## src/rtl/assert_macros.svh

```systemverilog
// assertion helpers for the dequant block
`ifndef ASSERT_MACROS_SVH
`define ASSERT_MACROS_SVH

// property checked while reset is low
`define DQS_ASSERT(label, clk, rst, prop, msg) \
   label: assert property (@(posedge clk) disable iff (rst) prop) else $error(msg);

// property checked at every edge, reset included
`define DQS_ASSERT_ALWAYS(label, clk, prop, msg) \
   label: assert property (@(posedge clk) prop) else $error(msg);

`endif

```

## src/rtl/dqs_pkg.sv

```systemverilog
package dqs_pkg;

   // operand class carried beside the datapath
   typedef enum logic [1:0] {
      CLS_NUM  = 2'd0,
      CLS_ZERO = 2'd1,
      CLS_INF  = 2'd2,
      CLS_NAN  = 2'd3
   } cls_type;

   typedef struct packed {
      logic    sign;
      cls_type cls;
   } side_type;

   // half operand widened: value = man * 2^(exp-10), man in [2^10, 2^11)
   typedef struct packed {
      logic [10:0]        man;
      logic signed [7:0]  exp;
   } hflt_type;

   // single operand: value = man * 2^(exp-23), man in [2^23, 2^24)
   typedef struct packed {
      logic [23:0]        man;
      logic signed [7:0]  exp;
      side_type           side;
   } flt_type;

   typedef struct packed {
      logic [23:0]        a_man;
      logic signed [7:0]  a_exp;
      hflt_type           b;
      side_type           side;
   } mul_op_type;

   localparam logic [15:0] ACT_RESET  = 16'h3C00;
   localparam logic [15:0] HALF_QNAN  = 16'h7E00;
   localparam logic [14:0] HALF_INF   = 15'h7C00;
   localparam int          HALF_BIAS  = 15;

   // widen a half bit pattern, subnormals normalized
   function automatic hflt_type half_decode(input logic [15:0] h);
      hflt_type   r;
      logic [3:0] k;
      r.man = {1'b1, h[9:0]};
      r.exp = $signed({3'b000, h[14:10]}) - 8'(HALF_BIAS);
      k = 4'd0;
      if (h[14:10] == 5'd0) begin
         for (int i = 0; i < 10; i++) begin
            if (h[i]) begin
               k = 4'(i);
            end
         end
         r.man = 11'({1'b0, h[9:0]} << (4'd10 - k));
         r.exp = $signed({4'b0000, k}) - 8'sd24;
      end
      return r;
   endfunction

   function automatic cls_type half_class(input logic [15:0] h);
      cls_type c;
      c = CLS_NUM;
      if (h[14:10] == 5'h1F) begin
         c = (h[9:0] != 10'd0) ? CLS_NAN : CLS_INF;
      end else if (h[14:0] == 15'd0) begin
         c = CLS_ZERO;
      end
      return c;
   endfunction

endpackage

```

## src/rtl/dqs_front.sv

```systemverilog
module dqs_front (
   input  logic                clock,
   input  logic                reset,
   input  logic                in_valid,
   output logic                in_ready,
   input  logic [31:0]         acc,
   input  logic [15:0]         ws,
   input  logic [15:0]         act,
   output logic                out_valid,
   input  logic                out_ready,
   output dqs_pkg::mul_op_type out_op
);
   import dqs_pkg::*;

   logic        v1_ff, v2_ff, v3_ff;
   logic        rdy1, rdy2, rdy3;
   logic [31:0] abs1_ff, abs2_ff;
   logic [4:0]  lz2_ff;
   hflt_type    w1_ff, w2_ff;
   side_type    side1_ff, side2_ff;
   mul_op_type  op3_ff;

   logic [31:0] abs_in;
   side_type    side_in;
   logic [4:0]  lz_in;
   mul_op_type  op_in;

   cls_type     wcls, xcls;
   logic        accz, pnan, pinf, pzero, rnan, rinf, rzero;
   logic [31:0] norm;
   logic        rinc;
   logic [24:0] msum;

   assign rdy3     = !v3_ff || out_ready;
   assign rdy2     = !v2_ff || rdy3;
   assign rdy1     = !v1_ff || rdy2;
   assign in_ready = rdy1;

   // magnitude and result class
   always_comb begin
      abs_in  = acc[31] ? (32'd0 - acc) : acc;
      wcls    = half_class(ws);
      xcls    = half_class(act);
      accz    = (acc == 32'd0);
      pnan    = (wcls == CLS_NAN) || (accz && wcls == CLS_INF);
      pinf    = (wcls == CLS_INF) && !accz;
      pzero   = !pnan && (accz || wcls == CLS_ZERO);
      rnan    = pnan || (xcls == CLS_NAN) || (pzero && xcls == CLS_INF)
                || (pinf && xcls == CLS_ZERO);
      rinf    = !rnan && (pinf || xcls == CLS_INF);
      rzero   = !rnan && !rinf && (pzero || xcls == CLS_ZERO);
      side_in.sign = acc[31] ^ ws[15] ^ act[15];
      if (rnan) begin
         side_in.cls = CLS_NAN;
      end else if (rinf) begin
         side_in.cls = CLS_INF;
      end else if (rzero) begin
         side_in.cls = CLS_ZERO;
      end else begin
         side_in.cls = CLS_NUM;
      end
   end

   // leading zero count
   always_comb begin
      lz_in = 5'd0;
      for (int i = 0; i < 32; i++) begin
         if (abs1_ff[i]) begin
            lz_in = 5'(31 - i);
         end
      end
   end

   // normalize and round to 24 bits
   always_comb begin
      norm  = abs2_ff << lz2_ff;
      rinc  = norm[7] && ((|norm[6:0]) || norm[8]);
      msum  = {1'b0, norm[31:8]} + {24'd0, rinc};
      op_in.a_man = msum[24] ? 24'h800000 : msum[23:0];
      op_in.a_exp = $signed({3'b000, ~lz2_ff}) + $signed({7'd0, msum[24]});
      op_in.b     = w2_ff;
      op_in.side  = side2_ff;
   end

   always_ff @(posedge clock) begin
      if (reset) begin
         v1_ff <= 1'b0;
         v2_ff <= 1'b0;
         v3_ff <= 1'b0;
      end else begin
         if (rdy1) begin
            v1_ff <= in_valid;
         end
         if (rdy2) begin
            v2_ff <= v1_ff;
         end
         if (rdy3) begin
            v3_ff <= v2_ff;
         end
      end
   end

   always_ff @(posedge clock) begin
      if (rdy1 && in_valid) begin
         abs1_ff  <= abs_in;
         w1_ff    <= half_decode(ws);
         side1_ff <= side_in;
      end
      if (rdy2 && v1_ff) begin
         abs2_ff  <= abs1_ff;
         lz2_ff   <= lz_in;
         w2_ff    <= w1_ff;
         side2_ff <= side1_ff;
      end
      if (rdy3 && v2_ff) begin
         op3_ff <= op_in;
      end
   end

   assign out_valid = v3_ff;
   assign out_op    = op3_ff;

endmodule

```

## src/rtl/dqs_fmul.sv

```systemverilog
module dqs_fmul (
   input  logic                clock,
   input  logic                reset,
   input  logic                in_valid,
   output logic                in_ready,
   input  dqs_pkg::mul_op_type in_op,
   output logic                out_valid,
   input  logic                out_ready,
   output dqs_pkg::flt_type    out_flt
);
   import dqs_pkg::*;

   logic              v1_ff, v2_ff;
   logic              rdy1, rdy2;
   logic [34:0]       prod1_ff;
   logic signed [7:0] exp1_ff;
   side_type          side1_ff;
   flt_type           flt2_ff;

   logic [23:0]       m;
   logic              g, s, rinc;
   logic [24:0]       msum;
   logic signed [7:0] e;
   flt_type           flt_in;

   assign rdy2     = !v2_ff || out_ready;
   assign rdy1     = !v1_ff || rdy2;
   assign in_ready = rdy1;

   // normalize the 35-bit product and round to nearest even
   always_comb begin
      if (prod1_ff[34]) begin
         m = prod1_ff[34:11];
         g = prod1_ff[10];
         s = |prod1_ff[9:0];
         e = exp1_ff + 8'sd1;
      end else begin
         m = prod1_ff[33:10];
         g = prod1_ff[9];
         s = |prod1_ff[8:0];
         e = exp1_ff;
      end
      rinc = g && (s || m[0]);
      msum = {1'b0, m} + {24'd0, rinc};
      flt_in.man  = msum[24] ? 24'h800000 : msum[23:0];
      flt_in.exp  = e + $signed({7'd0, msum[24]});
      flt_in.side = side1_ff;
   end

   always_ff @(posedge clock) begin
      if (reset) begin
         v1_ff <= 1'b0;
         v2_ff <= 1'b0;
      end else begin
         if (rdy1) begin
            v1_ff <= in_valid;
         end
         if (rdy2) begin
            v2_ff <= v1_ff;
         end
      end
   end

   // multiply stage, then rounding stage
   always_ff @(posedge clock) begin
      if (rdy1 && in_valid) begin
         prod1_ff <= 35'(in_op.a_man) * 35'(in_op.b.man);
         exp1_ff  <= in_op.a_exp + in_op.b.exp;
         side1_ff <= in_op.side;
      end
      if (rdy2 && v1_ff) begin
         flt2_ff <= flt_in;
      end
   end

   assign out_valid = v2_ff;
   assign out_flt   = flt2_ff;

endmodule

```

## src/rtl/dqs_hpack.sv

```systemverilog
module dqs_hpack (
   input  logic             clock,
   input  logic             reset,
   input  logic             in_valid,
   output logic             in_ready,
   input  dqs_pkg::flt_type in_flt,
   output logic             out_valid,
   input  logic             out_ready,
   output logic [15:0]      out_half
);
   import dqs_pkg::*;

   logic        v1_ff, v2_ff;
   logic        rdy1, rdy2;
   logic [14:0] q1_ff;
   logic        g1_ff, s1_ff, ovf1_ff;
   side_type    side1_ff;
   logic [15:0] half2_ff;

   logic signed [8:0] ue, shf;
   logic [4:0]        sh;
   logic [47:0]       ext;
   logic [14:0]       q_in;
   logic              g_in, s_in, ovf_in, rinc;
   logic [15:0]       half_in;

   assign rdy2     = !v2_ff || out_ready;
   assign rdy1     = !v1_ff || rdy2;
   assign in_ready = rdy1;

   // split into kept bits, guard and sticky at half precision
   always_comb begin
      ue     = 9'(in_flt.exp) + 9'sd15;
      shf    = -9'sd1 - 9'(in_flt.exp);
      sh     = (shf > 9'sd25) ? 5'd25 : shf[4:0];
      ext    = {in_flt.man, 24'd0} >> sh;
      ovf_in = (ue >= 9'sd31);
      if (ue >= 9'sd1) begin
         q_in = {ue[4:0], in_flt.man[22:13]};
         g_in = in_flt.man[12];
         s_in = |in_flt.man[11:0];
      end else begin
         q_in = ext[38:24];
         g_in = ext[23];
         s_in = |ext[22:0];
      end
   end

   // round and pick special encodings
   always_comb begin
      rinc = g1_ff && (s1_ff || q1_ff[0]);
      case (side1_ff.cls)
         CLS_NAN:  half_in = HALF_QNAN;
         CLS_INF:  half_in = {side1_ff.sign, HALF_INF};
         CLS_ZERO: half_in = {side1_ff.sign, 15'd0};
         default: begin
            if (ovf1_ff) begin
               half_in = {side1_ff.sign, HALF_INF};
            end else begin
               half_in = {side1_ff.sign, q1_ff + {14'd0, rinc}};
            end
         end
      endcase
   end

   always_ff @(posedge clock) begin
      if (reset) begin
         v1_ff <= 1'b0;
         v2_ff <= 1'b0;
      end else begin
         if (rdy1) begin
            v1_ff <= in_valid;
         end
         if (rdy2) begin
            v2_ff <= v1_ff;
         end
      end
   end

   always_ff @(posedge clock) begin
      if (rdy1 && in_valid) begin
         q1_ff    <= q_in;
         g1_ff    <= g_in;
         s1_ff    <= s_in;
         ovf1_ff  <= ovf_in;
         side1_ff <= in_flt.side;
      end
      if (rdy2 && v1_ff) begin
         half2_ff <= half_in;
      end
   end

   assign out_valid = v2_ff;
   assign out_half  = half2_ff;

endmodule

```

## src/rtl/int32_to_fp16_dequant_scale_top.sv

```systemverilog
// int32 accumulator to fp16 dequantization with weight and activation scales
//
// req channel: one beat per element, accumulator (signed) and fp16 weight
//   scale; result = fp16(single(single(acc) * ws) * act), nearest even.
// rsp channel: one fp16 beat per request beat, in order.
// csr channel: writes the fp16 activation scale; always ready. Write it
//   only while no element is in flight.
// registers: an accepted req beat passes nine register stages before
//   rsp_tvalid (3 for int-to-single, 2 per multiply, 2 for the fp16
//   pack).
// throughput: one beat per cycle while the output is not stalled; each stage
//   has its own valid bit and loads when it is empty or the next stage moves.
// reset: clears all valid bits, activation scale returns to 1.0 (0x3C00).
// stall: when rsp_tready is low the pipe keeps filling its empty stages;
//   req_tready drops only once every stage holds a beat. nothing is lost
//   or repeated.
module int32_to_fp16_dequant_scale_top (
   input  logic        clock,
   input  logic        reset,
   input  logic        req_tvalid,
   output logic        req_tready,
   input  logic [47:0] req_tdata,   // [31:0] accumulator, [47:32] weight_scale
   output logic        rsp_tvalid,
   input  logic        rsp_tready,
   output logic [15:0] rsp_tdata,   // [15:0] result_half
   input  logic        csr_valid,
   output logic        csr_ready,
   input  logic [15:0] csr_data
);
   import dqs_pkg::*;
`include "assert_macros.svh"

   logic [15:0] act_ff;
   hflt_type    xs_ff;

   logic        fr_valid, fr_ready, m1_valid, m1_ready, m2_valid, m2_ready;
   mul_op_type  fr_op, m2_op;
   flt_type     m1_flt, m2_flt;

   // activation scale register and its widened copy
   assign csr_ready = 1'b1;
   always_ff @(posedge clock) begin
      if (reset) begin
         act_ff <= ACT_RESET;
      end else if (csr_valid && csr_ready) begin
         act_ff <= csr_data;
      end
   end

   always_ff @(posedge clock) begin
      xs_ff <= half_decode(act_ff);
   end

   dqs_front u_front (
      .clock     (clock),
      .reset     (reset),
      .in_valid  (req_tvalid),
      .in_ready  (req_tready),
      .acc       (req_tdata[31:0]),
      .ws        (req_tdata[47:32]),
      .act       (act_ff),
      .out_valid (fr_valid),
      .out_ready (fr_ready),
      .out_op    (fr_op)
   );

   dqs_fmul u_mul_w (
      .clock     (clock),
      .reset     (reset),
      .in_valid  (fr_valid),
      .in_ready  (fr_ready),
      .in_op     (fr_op),
      .out_valid (m1_valid),
      .out_ready (m1_ready),
      .out_flt   (m1_flt)
   );

   // second multiply by the activation scale
   always_comb begin
      m2_op.a_man = m1_flt.man;
      m2_op.a_exp = m1_flt.exp;
      m2_op.b     = xs_ff;
      m2_op.side  = m1_flt.side;
   end

   dqs_fmul u_mul_x (
      .clock     (clock),
      .reset     (reset),
      .in_valid  (m1_valid),
      .in_ready  (m1_ready),
      .in_op     (m2_op),
      .out_valid (m2_valid),
      .out_ready (m2_ready),
      .out_flt   (m2_flt)
   );

   dqs_hpack u_pack (
      .clock     (clock),
      .reset     (reset),
      .in_valid  (m2_valid),
      .in_ready  (m2_ready),
      .in_flt    (m2_flt),
      .out_valid (rsp_tvalid),
      .out_ready (rsp_tready),
      .out_half  (rsp_tdata)
   );

   // checks
   `DQS_ASSERT_ALWAYS(a_reset_empty, clock, reset |=> !rsp_tvalid, "rsp valid after reset")
   `DQS_ASSERT(a_stall_source, clock, reset, !req_tready |-> rsp_tvalid && !rsp_tready, "req stalled with free output")
   `DQS_ASSERT(a_nan_canon, clock, reset, rsp_tvalid && rsp_tdata[14:10] == 5'h1F && rsp_tdata[9:0] != 10'd0 |-> rsp_tdata == HALF_QNAN, "non-canonical nan")

endmodule
```

## config.mk

```make
export PLATFORM = sky130hd
export DESIGN_NAME = int32_to_fp16_dequant_scale_top
export DESIGN_NICKNAME = d
export VERILOG_FILES = /design/src/rtl/dqs_pkg.sv /design/src/rtl/dqs_front.sv /design/src/rtl/dqs_fmul.sv /design/src/rtl/dqs_hpack.sv /design/src/rtl/int32_to_fp16_dequant_scale_top.sv
export VERILOG_INCLUDE_DIRS = /design/src /design/src/rtl
export SDC_FILE = /design/constraint.sdc
export NUM_CORES = 2
export LEC_CHECK = 0
export BUFFER_PORTS_ARGS = -buffer_cell sky130_fd_sc_hd__buf_2
export CAP_MARGIN = 10
export CORE_UTILIZATION = 30
export DETAILED_ROUTE_END_ITERATION = 7
export PLACE_DENSITY = 0.55
export SLEW_MARGIN = 30
export SYNTH_ARGS = -nofsm -noshare
export SYNTH_HDL_FRONTEND = slang
export SYNTH_SLANG_ARGS = --single-unit
export TNS_END_PERCENT = 20
```

## constraint.sdc

```tcl
create_clock -name clock -period 8.1 [get_ports clock]
set_clock_uncertainty 0.1 [all_clocks]
set_input_delay 1.62 -clock clock [delete_from_list [all_inputs] [get_ports clock]]
set_output_delay 1.62 -clock clock [all_outputs]
set_load 0.01 [all_outputs]
```

==> flow_summary.toml <==
[detailed_routing]
route.met3.wl_um = 3350
wl_met2_um = 42200
drt_iter0_drc = 1404
dr.pass1.iters = 5
routed_via_density = 4.87
top_layer_used = "met5"
met1Wirelength_um = 40600
drc = 0
wl_per_cell_um = 15.9
ant_nets = 0
via_count = 27000
wl_um = 88100

[clocking]
cts_setup_buffers = 0
numCtsBuffers = 51
path_clk_slew_ns = 0.07
h-tree-depth = 2
cts_resized = 0
root_buffer = "clkbuf_16"
worst_skew_pair.late_latency_ns = 0.64
postCtsHoldBufs = 0
cts_buffer_depth = 3
tritoncts = "built"
cts_sinks = 400

[synthesis]
syn_inst = 3862
syn_nets = 4512
ys_ff_latch = 400
yosys_warnings = 0
yosysSeqAreaShare = 0.302
async_flop_share = 0
ys_types = 83
synth.most_common_cell = "nand2_1"
synth_edf_count = 358
synth_area_leaders = "edfxtp_1, fa_1, ha_1, nand2_1, inv_1"
synth_common_cells = "nand2_1, inv_1, fa_1, edfxtp_1, and2_1"
synth.avg_cell_area_um2 = 9.93
synth_ff_type = "edfxtp_1"
synth_area_um2 = 38400
synth_top_area_frac = 0.280
synth_top_area_cell = "edfxtp_1"

[outcome]
status = "completed"

[floorplan]
num_rows = 130
die-height_um = 360
start_util = 0.304
die_w_um = 360
pin_count = 88
fp.dieArea_um2 = 129000
core-area_um2 = 126000

[pwr]
swShare = 0.340
seqPwrFrac = 0.335
power.density_nw_per_um2 = 182
p_sw_mw = 2.62
vdd_drop_max_mv = 0.155
p_leak_nw = 17.0
power_frac_comb = 0.362
clock_power_share = 0.303
intPower_mw = 5.09

[place]
dp_hpwl_um = 69800
dp.cells = 5438
portBuffers = 86
gp_congestion = 0.906

[setup_path]
cp_slowest_cell = "dfxtp_1"
critPathMostFrequentCell = "fa_1"
required_ns = 8.38
crit_type = "reg -> reg"
critPathCaptureType = "flop"
path_cells = "and2_1 -> fa_1 -> inv_1 -> fa_1 -> fa_1 -> fa_1 -> inv_1 -> fa_1 -> ha_1 -> a21o_1 -> a221o_1 -> a31oi_1 -> a21oi_1 -> o41ai_1 -> o2111ai_1 -> a221oi_1 -> xnor2_1"
crit_path_start_kind = "flop"
slowest_delay_ns = 0.81
cp_max_fo = 24
arrival_ns = 7.18

[hold_path]
hold_path_class = "reg -> reg"

[sta]
final.period_utilization = 0.851
tns_ns = 0
finalHoldViolations = 0
rsz0062_at_grt = "no"
max_freq_ghz = 0.145
worstMarginPinSlew_ns = 0.935
min_period_ns = 6.89
setup_viol = 0
drv_slew = 0
relSlewSlack = 0.377

[run]
drv_cap = 0

[grt]
track_usage = 0.137
grt_pass1_vias = 27700
antenna_found_initial = 3
gr-total-overflow = 0
grt_pass1_wl_um = 147000
grt_max_degree = 58

[finish]
final_cell_count_no_fill = 5538
area_growth_pct = 10.4
drive_gt1_frac = 0.0846
nNetsFinal = 4494
==> worst max-delay path: cells and delay by family (launching register included) <==
| kind | cells | cell delay [ns] |
|---|---|---|
| AO/OA/AOI/OAI | 7 | 2.46 |
| XOR/XNOR | 1 | 0.10 |
| AND/OR/NAND/NOR | 1 | 0.26 |
| flip-flops | 1 | 0.81 |
| buffers and inverters | 2 | 0.13 |
| adder cells (fa/ha/maj) | 6 | 2.75 |
==> state kept, by name, indices dropped and copies added, names as in the netlist, 20 cells and up <==
register          cells
u_mul_x.out_flt      35
u_front.op_in        20
u_front.out_op       50
u_mul_w.out_flt      35
u_mul_w.prod1_ff     35
u_front.abs1_ff      32
u_front.abs2_ff      32
u_mul_x.prod1_ff     35
==> cells in the final DEF, fill, tap and decap left out, types with 15 or more instances in the layout <==
| master | netlist | final |
|---|---|---|
| nand2b_1 | 24 | 24 |
| o21ai_0 | 123 | 123 |
| nor3_1 | 53 | 53 |
| a211oi_1 | 24 | 24 |
| buf_2 | 9 | 86 |
| nor2_1 | 197 | 196 |
| clkbuf_16 | 0 | 53 |
| nand3_1 | 67 | 67 |
| a31oi_1 | 23 | 21 |
| mux2i_1 | 91 | 91 |
| a21oi_1 | 151 | 147 |
| o21a_1 | 20 | 20 |
| nand2_1 | 514 | 514 |
| ha_1 | 185 | 185 |
| xor2_1 | 65 | 64 |
| o21bai_1 | 21 | 21 |
| and2_1 | 237 | 237 |
| or3_1 | 15 | 15 |
| nor4_1 | 29 | 28 |
| o22ai_1 | 24 | 24 |
| nor2b_1 | 43 | 40 |
| mux2_2 | 32 | 32 |
| buf_4 | 2 | 39 |
| mux4_2 | 41 | 41 |
| a21o_1 | 35 | 35 |
| o211ai_1 | 35 | 35 |
| inv_1 | 423 | 423 |
| edfxtp_1 | 358 | 358 |
| and3_1 | 28 | 28 |
| xnor2_1 | 140 | 140 |
| o31ai_1 | 16 | 16 |
| dfxtp_1 | 42 | 42 |
| nand4_1 | 27 | 27 |
| fa_1 | 396 | 396 |
==> path summary, 6_finish.rpt <==
kind / startpoint / endpoint / slack [ns] / cells after the start
setup / recovery: m2_op[16]$_DFF_P_ / u_mul_x.prod1_ff[33]$_DFFE_PP_ / 1.21 / 17
hold / removal: u_front.op_in[15]$_DFFE_PP_ / u_front.out_op[15]$_DFFE_PP_ / 0.29 / 0
setup reg to reg: m2_op[16]$_DFF_P_ / u_mul_x.prod1_ff[33]$_DFFE_PP_ / 1.21 / 17
hold reg to reg: u_front.op_in[15]$_DFFE_PP_ / u_front.out_op[15]$_DFFE_PP_ / 0.29 / 0
==> stage by stage <==
| step | worst slack [ns] | hold WS, ns | util | instance area [um2] | power (mW) |
|---|---|---|---|---|---|
| floorplan | 0.967 | 0.300 | - | 38400 | 4.85 |
| global placement | 1.17 | 0.302 | 0.321 | 40500 | 5.41 |
| detailed placement | 1.08 | 0.305 | 0.321 | 40500 | 5.44 |
| CTS | 1.11 | 0.286 | 0.335 | 42300 | 7.84 |
| global route | 0.669 | 0.297 | 0.335 | 42300 | 8.31 |
| finish | 1.21 | 0.286 | 0.335 | 42300 | 7.72 |
==> cell type report <==
cell class	count	area, um2
inverter	425	1600
sequential	400	11600
tap	1650	2060
clock buffer	65	1420
timing repair buffer	129	781
multi-input combinational	2837	24500
antenna	1	2.50
clock inverter	31	359
fill	12800	83900
==> metal layers <==
| metal | track usage | up-vias |
|---|---|---|
| met5 | 0 | - |
| met4 | 0.0354 | 2 |
| met3 | 0.0182 | 121 |
| met2 | 0.232 | 507 |
| met1 | 0.182 | 13200 |
| li1 | - | 13100 |
==> cell families (layout without fill, tap and decap cells) <==
kind of cell             after synthesis  count (layout)  share of synthesized area
AO/OA/AOI/OAI                        598             598                      0.102
XOR/XNOR                             205             205                     0.0468
adder cells (fa/ha/maj)              581             581                      0.267
buffers and inverters                625             650                     0.0620
flip-flops                           400             400                      0.302
multiplexers                         164             164                     0.0572
other                                  1               2                  0.0000978
AND/OR/NAND/NOR                     1288            1288                      0.163
==> power groups by stage <==
stage	logic [mW]	registers [mW]	clock network [mW]
2_1_floorplan	2.27	2.57	0
3_3_place_gp	2.78	2.63	0
3_5_place_dp	2.81	2.63	0
4_1_cts	2.83	2.59	2.42
5_1_grt	3.22	2.60	2.49
6_report	2.79	2.59	2.34
Note: power is estimated with default switching activity, not from simulation.
